## config.mk

```make
export PLATFORM = sky130hd
export DESIGN_NAME = imu_serial_frame_parser_flat
export DESIGN_NICKNAME = d
export VERILOG_FILES = /design/src/rtl/isfp_pkg.sv /design/src/rtl/isfp_if.sv /design/src/rtl/isfp_collect.sv /design/src/rtl/isfp_result.sv /design/src/rtl/imu_serial_frame_parser.sv /design/src/flat_wrapper.sv
export SDC_FILE = /design/constraint.sdc
export NUM_CORES = 1
export LEC_CHECK = 0
export ABC_CLOCK_PERIOD_IN_PS = 5440
export BUFFER_PORTS_ARGS = -buffer_cell sky130_fd_sc_hd__buf_2
export CAP_MARGIN = 10
export CORE_MARGIN = 3
export CORE_UTILIZATION = 53
export DETAILED_ROUTE_END_ITERATION = 10
export PLACE_DENSITY = 0.79
export SLEW_MARGIN = 20
export SYNTH_ARGS = -nofsm -noshare
export SYNTH_HDL_FRONTEND = slang
export SYNTH_SLANG_ARGS = --single-unit
```

## constraint.sdc

```tcl
create_clock -name clock -period 5.44 [get_ports clock]
set_input_delay 0.272 -clock clock [delete_from_list [all_inputs] [get_ports clock]]
set_output_delay 0.272 -clock clock [all_outputs]
set_load 0.02 [all_outputs]
```

## src/rtl/isfp_pkg.sv

```systemverilog
// shared constants and types for the imu serial frame parser
`timescale 1ns / 1ps

package isfp_pkg;

   localparam int FRAME_LEN = 11;
   localparam int PAY_LEN   = FRAME_LEN - 3;
   localparam int CNT_W     = $clog2(FRAME_LEN);

   localparam logic [7:0] HDR_BYTE   = 8'h55;
   localparam logic [7:0] TYPE_ACCEL = 8'h51;
   localparam logic [7:0] TYPE_GYRO  = 8'h52;
   localparam logic [7:0] TYPE_ANGLE = 8'h53;
   localparam logic [7:0] TYPE_POS   = 8'h57;
   localparam logic [7:0] TYPE_GPS   = 8'h58;

   typedef enum logic [2:0] {
      KIND_ACCEL   = 3'd0,
      KIND_GYRO    = 3'd1,
      KIND_ANGLE   = 3'd2,
      KIND_POS     = 3'd3,
      KIND_GPS     = 3'd4,
      KIND_UNKNOWN = 3'd5
   } kind_type;

   typedef struct packed {
      logic                          frame_end;
   } status_type;

   typedef struct packed {
      logic [7:0]                    type_byte;
      logic [PAY_LEN-1:0][7:0]       pay;
      logic [7:0]                    sum;
   } frame_type;

   typedef struct packed {
      kind_type                      frame_kind;
      logic                          sum_ok;
      logic signed [15:0]            word_a;
      logic signed [15:0]            word_b;
      logic signed [15:0]            word_c;
      logic signed [15:0]            word_d;
      logic signed [31:0]            long_a;
      logic signed [31:0]            long_b;
      logic                          imu_set_ready;
      logic                          gps_set_ready;
   } result_type;

endpackage

```

## src/rtl/isfp_if.sv

```systemverilog
// byte channel and result channel interfaces
`timescale 1ns / 1ps

interface isfp_req_if;
   logic       valid;
   logic       ready;
   logic [7:0] rx_byte;

   modport source (output valid, output rx_byte, input ready);
   modport sink (input valid, input rx_byte, output ready);
endinterface

interface isfp_rsp_if;
   logic               valid;
   logic               ready;
   logic [2:0]         frame_kind;
   logic               sum_ok;
   logic signed [15:0] word_a;
   logic signed [15:0] word_b;
   logic signed [15:0] word_c;
   logic signed [15:0] word_d;
   logic signed [31:0] long_a;
   logic signed [31:0] long_b;
   logic               imu_set_ready;
   logic               gps_set_ready;

   modport source (
      output valid, output frame_kind, output sum_ok,
      output word_a, output word_b, output word_c, output word_d,
      output long_a, output long_b, output imu_set_ready, output gps_set_ready,
      input ready
   );
   modport sink (
      input valid, input frame_kind, input sum_ok,
      input word_a, input word_b, input word_c, input word_d,
      input long_a, input long_b, input imu_set_ready, input gps_set_ready,
      output ready
   );
endinterface

```

## src/rtl/isfp_collect.sv

```systemverilog
// frame byte store, byte counter and running checksum
`timescale 1ns / 1ps

module isfp_collect (
   input  logic                  clock,
   input  logic                  reset,
   input  logic                  accept,
   input  logic [7:0]            rx_byte,
   output isfp_pkg::status_type  status,
   output isfp_pkg::frame_type   frame
);
   import isfp_pkg::*;

   logic [CNT_W-1:0]        count_ff, count_in;
   logic [7:0]              sum_ff, sum_in;
   logic [7:0]              type_ff;
   logic [PAY_LEN-1:0][7:0] pay_ff;
   logic                    last;
   logic                    drop;

   assign last = (count_ff == CNT_W'(FRAME_LEN - 1));
   assign drop = (count_ff == '0) && (rx_byte != HDR_BYTE);

   always_comb begin
      count_in = count_ff;
      sum_in   = sum_ff;
      if (accept) begin
         if (last) begin
            count_in = '0;
            sum_in   = '0;
         end else if (!drop) begin
            count_in = count_ff + CNT_W'(1);
            sum_in   = sum_ff + rx_byte;
         end
      end
   end

   always_ff @(posedge clock) begin
      if (reset) begin
         count_ff <= '0;
         sum_ff   <= '0;
      end else begin
         count_ff <= count_in;
         sum_ff   <= sum_in;
      end
   end

   // payload store, one fixed slot per byte position
   always_ff @(posedge clock) begin
      if (accept && (count_ff == CNT_W'(1))) begin
         type_ff <= rx_byte;
      end
      for (int i = 0; i < PAY_LEN; i++) begin
         if (accept && (count_ff == CNT_W'(i + 2))) begin
            pay_ff[i] <= rx_byte;
         end
      end
   end

   assign status.frame_end = last;
   assign frame.type_byte  = type_ff;
   assign frame.pay        = pay_ff;
   assign frame.sum        = sum_ff;

   a_count_bound: assert property (@(posedge clock) disable iff (reset)
      count_ff <= CNT_W'(FRAME_LEN - 1))
      else $error("byte count beyond frame length");

   a_drop_idle: assert property (@(posedge clock) disable iff (reset)
      (accept && drop) |=> (count_ff == '0 && sum_ff == '0))
      else $error("byte outside a frame was not dropped");

   a_frame_restart: assert property (@(posedge clock) disable iff (reset)
      (accept && last) |=> (count_ff == '0 && sum_ff == '0))
      else $error("frame state not cleared after last beat");

   a_sum_idle: assert property (@(posedge clock) disable iff (reset)
      (count_ff == '0) |-> (sum_ff == '0))
      else $error("running sum nonzero with empty frame");

endmodule

```

## src/rtl/isfp_result.sv

```systemverilog
// frame decode, checksum compare and result register
`timescale 1ns / 1ps

module isfp_result (
   input  logic                  clock,
   input  logic                  reset,
   input  logic                  load,
   input  logic [7:0]            rx_byte,
   input  isfp_pkg::frame_type   frame,
   input  logic                  rsp_ready,
   output logic                  rsp_valid,
   output logic                  can_load,
   output isfp_pkg::result_type  result
);
   import isfp_pkg::*;

   logic       valid_ff, valid_in;
   result_type res_ff, res_in;
   kind_type   kind;
   logic       ok;

   always_comb begin
      unique case (frame.type_byte)
         TYPE_ACCEL: kind = KIND_ACCEL;
         TYPE_GYRO:  kind = KIND_GYRO;
         TYPE_ANGLE: kind = KIND_ANGLE;
         TYPE_POS:   kind = KIND_POS;
         TYPE_GPS:   kind = KIND_GPS;
         default:    kind = KIND_UNKNOWN;
      endcase
   end

   assign ok = (frame.sum == rx_byte);

   always_comb begin
      res_in.frame_kind    = kind;
      res_in.sum_ok        = ok;
      res_in.word_a        = signed'({frame.pay[1], frame.pay[0]});
      res_in.word_b        = signed'({frame.pay[3], frame.pay[2]});
      res_in.word_c        = signed'({frame.pay[5], frame.pay[4]});
      res_in.word_d        = signed'({frame.pay[7], frame.pay[6]});
      res_in.long_a        = signed'({frame.pay[3], frame.pay[2],
                                      frame.pay[1], frame.pay[0]});
      res_in.long_b        = signed'({frame.pay[7], frame.pay[6],
                                      frame.pay[5], frame.pay[4]});
      res_in.imu_set_ready = ok && (kind == KIND_ANGLE);
      res_in.gps_set_ready = ok && (kind == KIND_GPS);
   end

   assign can_load = !valid_ff || rsp_ready;

   always_comb begin
      valid_in = valid_ff;
      if (load) begin
         valid_in = 1'b1;
      end else if (rsp_ready) begin
         valid_in = 1'b0;
      end
   end

   always_ff @(posedge clock) begin
      if (reset) begin
         valid_ff <= 1'b0;
      end else begin
         valid_ff <= valid_in;
      end
   end

   always_ff @(posedge clock) begin
      if (load) begin
         res_ff <= res_in;
      end
   end

   assign rsp_valid = valid_ff;
   assign result    = res_ff;

endmodule

```

## src/rtl/imu_serial_frame_parser.sv

```systemverilog
// top level of the imu serial frame parser
// a result beat is offered in the cycle after the beat carrying the checksum byte
// throughput: one byte beat per cycle; the checksum beat waits only while a result is stalled
// bytes that cause no result are taken even while the result register is full
// reset clears the byte count, running sum and result valid; the byte store is not cleared
`timescale 1ns / 1ps

module imu_serial_frame_parser (
   input  logic      clock,
   input  logic      reset,
   isfp_req_if.sink  req_ch,
   isfp_rsp_if.source rsp_ch
);
   import isfp_pkg::*;

   status_type status;
   frame_type  frame;
   result_type result;
   logic       accept;
   logic       can_load;
   logic       rsp_valid;

   assign req_ch.ready = !status.frame_end || can_load;
   assign accept       = req_ch.valid && req_ch.ready;

   isfp_collect u_collect (
      .clock   (clock),
      .reset   (reset),
      .accept  (accept),
      .rx_byte (req_ch.rx_byte),
      .status  (status),
      .frame   (frame)
   );

   isfp_result u_result (
      .clock     (clock),
      .reset     (reset),
      .load      (accept && status.frame_end),
      .rx_byte   (req_ch.rx_byte),
      .frame     (frame),
      .rsp_ready (rsp_ch.ready),
      .rsp_valid (rsp_valid),
      .can_load  (can_load),
      .result    (result)
   );

   assign rsp_ch.valid         = rsp_valid;
   assign rsp_ch.frame_kind    = result.frame_kind;
   assign rsp_ch.sum_ok        = result.sum_ok;
   assign rsp_ch.word_a        = result.word_a;
   assign rsp_ch.word_b        = result.word_b;
   assign rsp_ch.word_c        = result.word_c;
   assign rsp_ch.word_d        = result.word_d;
   assign rsp_ch.long_a        = result.long_a;
   assign rsp_ch.long_b        = result.long_b;
   assign rsp_ch.imu_set_ready = result.imu_set_ready;
   assign rsp_ch.gps_set_ready = result.gps_set_ready;

endmodule

```

## src/flat_wrapper.sv

```systemverilog
// flat-port wrapper written by rule: the top's interface ports become plain ports
module imu_serial_frame_parser_flat import isfp_pkg::*;
  (clock, reset, req_ch_valid, req_ch_rx_byte, req_ch_ready, rsp_ch_valid, rsp_ch_frame_kind, rsp_ch_sum_ok, rsp_ch_word_a, rsp_ch_word_b, rsp_ch_word_c, rsp_ch_word_d, rsp_ch_long_a, rsp_ch_long_b, rsp_ch_imu_set_ready, rsp_ch_gps_set_ready, rsp_ch_ready);
  isfp_req_if req_ch_i ();
  isfp_rsp_if rsp_ch_i ();
  input  logic clock;
  input  logic reset;
  input wire logic [$bits(req_ch_i.valid)-1:0] req_ch_valid;
  input wire logic [$bits(req_ch_i.rx_byte)-1:0] req_ch_rx_byte;
  output wire logic [$bits(req_ch_i.ready)-1:0] req_ch_ready;
  output wire logic [$bits(rsp_ch_i.valid)-1:0] rsp_ch_valid;
  output wire logic [$bits(rsp_ch_i.frame_kind)-1:0] rsp_ch_frame_kind;
  output wire logic [$bits(rsp_ch_i.sum_ok)-1:0] rsp_ch_sum_ok;
  output wire logic [$bits(rsp_ch_i.word_a)-1:0] rsp_ch_word_a;
  output wire logic [$bits(rsp_ch_i.word_b)-1:0] rsp_ch_word_b;
  output wire logic [$bits(rsp_ch_i.word_c)-1:0] rsp_ch_word_c;
  output wire logic [$bits(rsp_ch_i.word_d)-1:0] rsp_ch_word_d;
  output wire logic [$bits(rsp_ch_i.long_a)-1:0] rsp_ch_long_a;
  output wire logic [$bits(rsp_ch_i.long_b)-1:0] rsp_ch_long_b;
  output wire logic [$bits(rsp_ch_i.imu_set_ready)-1:0] rsp_ch_imu_set_ready;
  output wire logic [$bits(rsp_ch_i.gps_set_ready)-1:0] rsp_ch_gps_set_ready;
  input wire logic [$bits(rsp_ch_i.ready)-1:0] rsp_ch_ready;
  assign req_ch_i.valid = req_ch_valid;
  assign req_ch_i.rx_byte = req_ch_rx_byte;
  assign req_ch_ready = req_ch_i.ready;
  assign rsp_ch_valid = rsp_ch_i.valid;
  assign rsp_ch_frame_kind = rsp_ch_i.frame_kind;
  assign rsp_ch_sum_ok = rsp_ch_i.sum_ok;
  assign rsp_ch_word_a = rsp_ch_i.word_a;
  assign rsp_ch_word_b = rsp_ch_i.word_b;
  assign rsp_ch_word_c = rsp_ch_i.word_c;
  assign rsp_ch_word_d = rsp_ch_i.word_d;
  assign rsp_ch_long_a = rsp_ch_i.long_a;
  assign rsp_ch_long_b = rsp_ch_i.long_b;
  assign rsp_ch_imu_set_ready = rsp_ch_i.imu_set_ready;
  assign rsp_ch_gps_set_ready = rsp_ch_i.gps_set_ready;
  assign rsp_ch_i.ready = rsp_ch_ready;
  imu_serial_frame_parser u_core (.clock(clock), .reset(reset), .req_ch(req_ch_i), .rsp_ch(rsp_ch_i));
endmodule
```

==> qor.csv, run 1 <==
metric,value,unit
run status,"complete, no violations",
H-tree Lvls,4,
Detail Placement HPWL,6990,um
Top delay family on crit path,buffers and inverters,
skew final,0.0149,ns
vias per cell,5.17,
CP required,5.61,ns
# hold bufs at CTS,0,
crit path from,u_core.u_collect.count_ff[0]$_SDFFE_PP0P_,
"EDFF count, synth",142,
Setup Slack @ Placement,2.53,ns
"most used cell, CP",buf_4,
Die ar.,12400,um2
Max Cap Viol,0,
initial antenna violation count,0,
Post-Place Cells,567,
VDD IR max,0.272,mV
Static Leak,2.59,nW
Netlist cell types,41,
CP Class,reg2reg,
Post-DP Area,6280,um2
CTS tree,yes,
DR WL/cell,17.9,um
Mapped Area,5860,um2
Root Driver,clkbuf_8,
sequential fraction of the synthesis area,0.772,
final instance area,6910,um2
fmax,0.379,GHz
setup violators final,0,
CTS buffer count,17,
layout cell share with drive strength beyond 1,0.393,
Final Max Slew Viols,0,
Mean Syn Cell Area,16.6,um2
clk slew on worst S/H paths,0.06,ns
gate count of the mapped netlist,354,
largest net degree at the start of global routing,37,
multi-input logic area,816,um2
Die H,111,um
Die X,111,um
1st-pass router iterations,4,
CP cell instances,"nor4bb_1, buf_4, a21bo_1, nor2_4, buf_16, buf_4",
Worst path slowest cell,dfxtp_1,
Post-CTS Setup Inserts,0,
initial core utilization,0.555,
asr flop ratio synth,0,
Routability Congestion,0.859,
Mapped Nets,374,
CTS max path bufs,2,
number of port buffers,147,
reg2reg start,u_core.u_collect.count_ff[0]$_SDFFE_PP0P_,
Power Density,361,nW/um2
Cell Rows,37,
GR Overflow Total,0,
worst min-delay path startpoint,rsp_ch_ready,
setup TNS,0,ns
main flop type after synthesis,edfxtp_1,
Worst-Margin Slew,1.07,ns
Final Cycle Share,0.485,
min Tclk post-route,2.64,ns
clock sink total,155,
total area of sequential cells,4520,um2
ANT cells,0,
Hold WC Path Type,in2reg,
Max Fanout on Critical Path,35,
final hold violation count,0,
I/O pin cnt,148,
CP arrival,2.81,ns
DRC viols,0,
first-pass GRT wire length,16800,um
WL final,10700,um
type of origin of the critical path,register,
via count,3094,
DRT antenna net count,0,
number of global-route vias before repair,3070,
fill count,730,
Synth-to-Final Area Change,17.9,%
normalized max-slew margin,0.282,
worst skew pair latency,0.52,ns
worst path bufs/invs,3,
initial drt markers,156,
Core ar.,10600,um2
"non-filler cells, final",599,
Critical Path End Type,register,
YS warnings,0,
worst stage delay on the critical path,0.63,ns
Tot GR Track Use,0.180,
Fin Hold WS,0.0827,ns
Layout Nets,471,
Yosys reg bits,155,
final setup margin,2.80,ns
post-CTS resize count,0,
unrepaired setup endpoints after global routing,false,
## cells by family (layout without fill, tap and decap cells)
logic type      count (synthesis)  after routing  synth area share
flops                         155            155             0.772
simple gates                   74             74            0.0702
buf+inv                        78            187            0.0931
compound gates                 33             33            0.0371
fa+ha+maj                       9              9            0.0201
xor+xnor                        4              4           0.00598
mux                             1              1           0.00171
## flip-flops by register name (all words and copies together) (netlist names)
register                   cells
u_core.u_collect.frame        64
u_core.u_result.result        70
u_core.u_collect.count_ff      4
u_core.u_collect.type_ff       8
u_core.u_result.rsp_valid      1
u_core.u_collect.sum_ff        8
## power by group
part | switching [mW] | leakage [nW] | internal [mW]
sequential | 0.000396 | 1.38 | 1.29
combinational | 0.0265 | 0.925 | 0.00987
clock | 0.429 | 0.279 | 0.740
total | 0.456 | 2.59 | 2.04
## final timing paths
check                                                               to  slack [ns]  depth (start not counted)
worst max-delay path              u_core.u_result.result[96]$_DFFE_PP_        2.80                          6
worst min-delay path            u_core.u_result.rsp_valid$_SDFFE_PP0P_        0.08                          4
worst max register to register    u_core.u_result.result[96]$_DFFE_PP_        2.80                          6
worst min register to register    u_core.u_result.result[71]$_DFFE_PP_        0.41                          0
## per-layer routing
layer | vias up | share of wire | GRT usage
li1 | 1445 | - | -
met1 | 1478 | 0.40 | 0.226
met2 | 159 | 0.51 | 0.292
met3 | 12 | 0.079 | 0.0508
met4 | 0 | 0.011 | 0.0811
met5 | - | 0 | 0
## stage by stage
stage	total power, mW	util
after floorplan	1.33	-
after global placement	1.35	0.595
after detailed placement	1.35	0.595
after CTS	2.52	0.651
after global routing	2.57	0.655
final	2.50	0.655
## final cells by class
| cell class | instances | share of cell area |
|---|---|---|
| tap | 136 | 0.0246 |
| inverter | 5 | 0.00272 |
| sequential | 155 | 0.655 |
| timing repair buffer | 151 | 0.114 |
| clock buffer | 19 | 0.0610 |
| multi-input combinational | 121 | 0.118 |
| clock inverter | 12 | 0.0250 |
## worst reg2reg max path, cell delays in order (launching register included)
cell and delay [ns]:
dfxtp_1 0.63, nor4bb_1 0.13, buf_4 0.20, a21bo_1 0.27, nor2_4 0.41, buf_16 0.23, buf_4 0.40
## cell usage after synthesis, types with 5 or more instances
cell	instances	share of area
inv_1	5	0.0032
nor3_1	6	0.0051
nor2_1	14	0.0090
buf_4	64	0.082
nor4_1	5	0.0053
or3_1	5	0.0053
ha_1	7	0.015
dfxtp_1	13	0.044
nand2_1	14	0.0090
edfxtp_1	142	0.73
a21oi_1	11	0.0094
o21ai_0	6	0.0051
## placed cells by master, fill, tap and decap left out, drive strengths merged, types with 3 or more instances in the layout
cell type and instances:
a21oi 11, and3 3, buf 151, bufinv 4, clkbuf 19, clkinv 4, clkinvlp 3, dfxtp 13
edfxtp 142, ha 7, inv 6, nand2 14, nand2b 3, nand3 4, nand3b 4, nor2 14
nor2b 4, nor3 6, nor4 5, nor4bb 3, o21ai 6, or3 5, or4 3, xnor2 4
Power figures use the tool's default switching activity.
==> run 2: changes to the inputs <==
- ABC_AREA: unset -> 1
- ABC_CLOCK_PERIOD_IN_PS: 5440 -> 2500
- clock period: 5.44 -> 2.5 ns (I/O delays scaled with it)
==> run 2 against run 1 <==
Sequential power up 120%. Critical path depth rose by 5. Area after synthesis rose by 1.3%. Final area rose by 2.2%. Combinational power grew to 6.3 times the previous value. Global-route usage down 0.43 points. Die area grew 1.2%. Largest power group unchanged. Highest routed layer unchanged.
==> qor.csv, run 2 <==
metric,value,unit,change
run status,"complete, no violations",,
gate count of the mapped netlist,395,,+12%
Mapped Nets,415,,+11%
Die X,112,um,+0.59%
"most common cell after layout, fill and taps aside",buf_2,,
Yosys top cell by area,edfxtp_1,,
Die ar.,12500,um2,+1.2%
initial core utilization,0.545,,-0.0102
1st-pass router iterations,5,,+1
GR Overflow Total,0,,unchanged
synth cell count leaders,"142 x edfxtp_1, 64 x buf_4, 53 x nand2_1",,
fill count,760,,+4.1%
Worst-Margin Slew,0.795,ns,-0.279 ns
min Tclk post-route,2.20,ns,-0.443 ns
Static Leak,2.79,nW,+7.7%
layout cell share with drive strength beyond 1,0.398,,+0.00499
Top delay family on crit path,buffers and inverters,,
Mapped Area,5940,um2,+1.3%
vias per cell,4.99,,-3.5%
fmax,0.455,GHz,+20%
post-synthesis mux area share,0,,-0.00171
Post-CTS Setup Inserts,0,,unchanged
met1 usage,0.217,,-0.00930
setup TNS,0,ns,unchanged
type of origin of the critical path,register,,
normalized max-slew margin,0.468,,+0.185
number of global-route vias before repair,3108,,+1.2%
Root Driver,clkbuf_8,,
asr flop ratio synth,0,,unchanged
"commonest cells after routing, fill and taps aside","147 x buf_2, 142 x edfxtp_1, 53 x nand2_1, 27 x inv_1, 26 x nor2_1",,
Netlist cell types,28,,-32%
initial antenna violation count,0,,unchanged
Max Fanout on Critical Path,27,,-23%
Synth-to-Final Area Change,19.0,%,
"EDFF count, synth",142,,unchanged
final core utilization,0.648,,-0.00610
Adder-Cell Fraction of Synth Area,0.0181,,-0.00194
Mean Syn Cell Area,15.0,um2,-9.3%
DR WL/cell,16.3,um,-8.6%
Routability Congestion,0.874,,+1.7%
Max Cap Viol,0,,unchanged
unrepaired setup endpoints after global routing,false,,
# hold bufs at CTS,9,,+9
DRC viols,0,,unchanged
Simple-Gate Fraction of Synth Area,0.0822,,+0.0120
max reg flops,70,,unchanged
DRT antenna net count,0,,unchanged
WL final,10800,um,+0.73%
worst stage delay on the critical path,0.56,ns,-0.07 ns
H-tree Lvls,4,,unchanged
clock sink total,155,,unchanged
initial drt markers,259,,+66%
YS warnings,0,,unchanged
Cell Rows,38,,+2.7%
skew final,0.00824,ns,-0.00669 ns
first-pass GRT wire length,16600,um,-1.5%
Yosys reg bits,155,,unchanged
Detail Placement HPWL,7150,um,+2.3%
Layout Nets,527,,+12%
grt met2 use,0.288,,-0.00415
Final Max Slew Viols,0,,unchanged
main flop type after synthesis,edfxtp_1,,
GR Util met3,0.0484,,-0.00239
Core ar.,10900,um2,+3.2%
largest net degree at the start of global routing,45,,+22%
setup violators final,0,,unchanged
via count,3291,,+6.4%
number of port buffers,147,,unchanged
CP arrival,2.60,ns,-0.21 ns
Tot GR Track Use,0.176,,-0.00430
post-synth top area share,0.718,,-0.00905
XOR/XNOR Fraction of Synth Area,0.00443,,-0.00155
Area contributors post-synth,"edfxtp_1 72%, buf_4 8.1%, dfxtp_1 4.4%",,
sequential fraction of the synthesis area,0.762,,-0.00960
I/O pin cnt,148,,unchanged
worst path bufs/invs,5,,+2
CP Class,reg2reg,,
CTS max path bufs,2,,unchanged
worst skew pair latency,0.52,ns,about the same
Final Cycle Share,0.879,,+0.394
CTS buffer count,17,,unchanged
"most used cell, CP",nor2_1,,
Synth Area in Compound Gates,0.0278,,-0.00932
final hold violation count,0,,unchanged
CP cell instances,"inv_1, nor2_1, nand3_4, nand2_2, inv_2, nand2_1, clkinvlp_4, buf_4, nor2_1, nor2_1, dlygate4sd3_1",,
"count leader, synth",edfxtp_1,,
largest family of logic cells by synthesized area,buffers and inverters,,
ANT cells,0,,unchanged
VDD IR max,0.462,mV,+70%
Hold WC Path Type,in2reg,,
Die H,112,um,+0.59%
Critical Path End Type,register,,
Worst path slowest cell,dlygate4sd3_1,,
CP required,2.90,ns,-2.71 ns
clk slew on worst S/H paths,0.06,ns,about the same
post-CTS resize count,0,,unchanged
Power Density,796,nW/um2,+120%
grt peak-use layer,met2,,
CTS tree,yes,,
==> run 2: area by class of cell <==
class                   instances  area (um2)  share of cell area
multi-input cells             142         787               0.111
well taps                     140         175              0.0248
repair buffers                159         848               0.120
clock inverters                10         139              0.0197
clock buffers                  22         463              0.0656
inverters                      32         124              0.0175
flip-flops and latches        155        4520               0.641
==> run 2: worst reg2reg max path: cells and delay by family (launching register included) <==
family | cells | cell delay (ns)
flops | 1 | 0.33
simple gates | 6 | 0.75
buf+inv | 5 | 1.01
==> run 2: power breakdown <==
| group | total (mW) | internal [mW] | switching (mW) |
|---|---|---|---|
| Clock | 2.53 | 1.60 | 0.934 |
| Combinational | 0.228 | 0.0764 | 0.152 |
| Sequential | 2.86 | 2.84 | 0.0162 |
| Total | 5.62 | 4.51 | 1.10 |
==> run 2: through the flow <==
| stage | std cells | instance area, um2 | hold slack (ns) | setup slack, ns | total power [mW] |
|---|---|---|---|---|---|
| 3_3_place_gp | 619 | 6370 | 0.403 | 0.740 | 3.11 |
| 3_5_place_dp | 619 | 6370 | 0.405 | 0.681 | 3.12 |
| 4_1_cts | 660 | 7060 | 0.0165 | 0.323 | 5.66 |
| 2_1_floorplan | 395 | 5940 | 0.224 | 0.0422 | 3.06 |
| 6_report | 660 | 7060 | 0.0218 | 0.302 | 5.62 |
| 5_1_grt | 660 | 7060 | 0.00837 | 0.154 | 5.81 |
==> run 2: layer usage <==
metal / vias to the layer above / wire, um
li1: 1528 / -
met1: 1571 / 4180
met2: 171 / 5460
met3: 21 / 888
met4: 0 / 246
met5: - / 0
==> run 2: logic make-up after synthesis <==
family,Yosys count
DFF,155
adders and majority gates,8
and+or+nand+nor,106
AOI/OAI and AO/OA,25
buffers and inverters,98
xor gates and xnor gates,3
==> run 2: worst paths after layout <==
kind / from / to / slack [ns] / depth (start not counted)
min: req_ch_rx_byte[2] / u_core.u_collect.frame[50]$_DFFE_PP_ / 0.02 / 1
min reg2reg: u_core.u_collect.frame[49]$_DFFE_PP_ / u_core.u_result.result[91]$_DFFE_PP_ / 0.41 / 0
max: u_core.u_result.rsp_valid$_SDFFE_PP0P_ / u_core.u_result.rsp_valid$_SDFFE_PP0P_ / 0.30 / 11
max reg2reg: u_core.u_result.rsp_valid$_SDFFE_PP0P_ / u_core.u_result.rsp_valid$_SDFFE_PP0P_ / 0.30 / 11
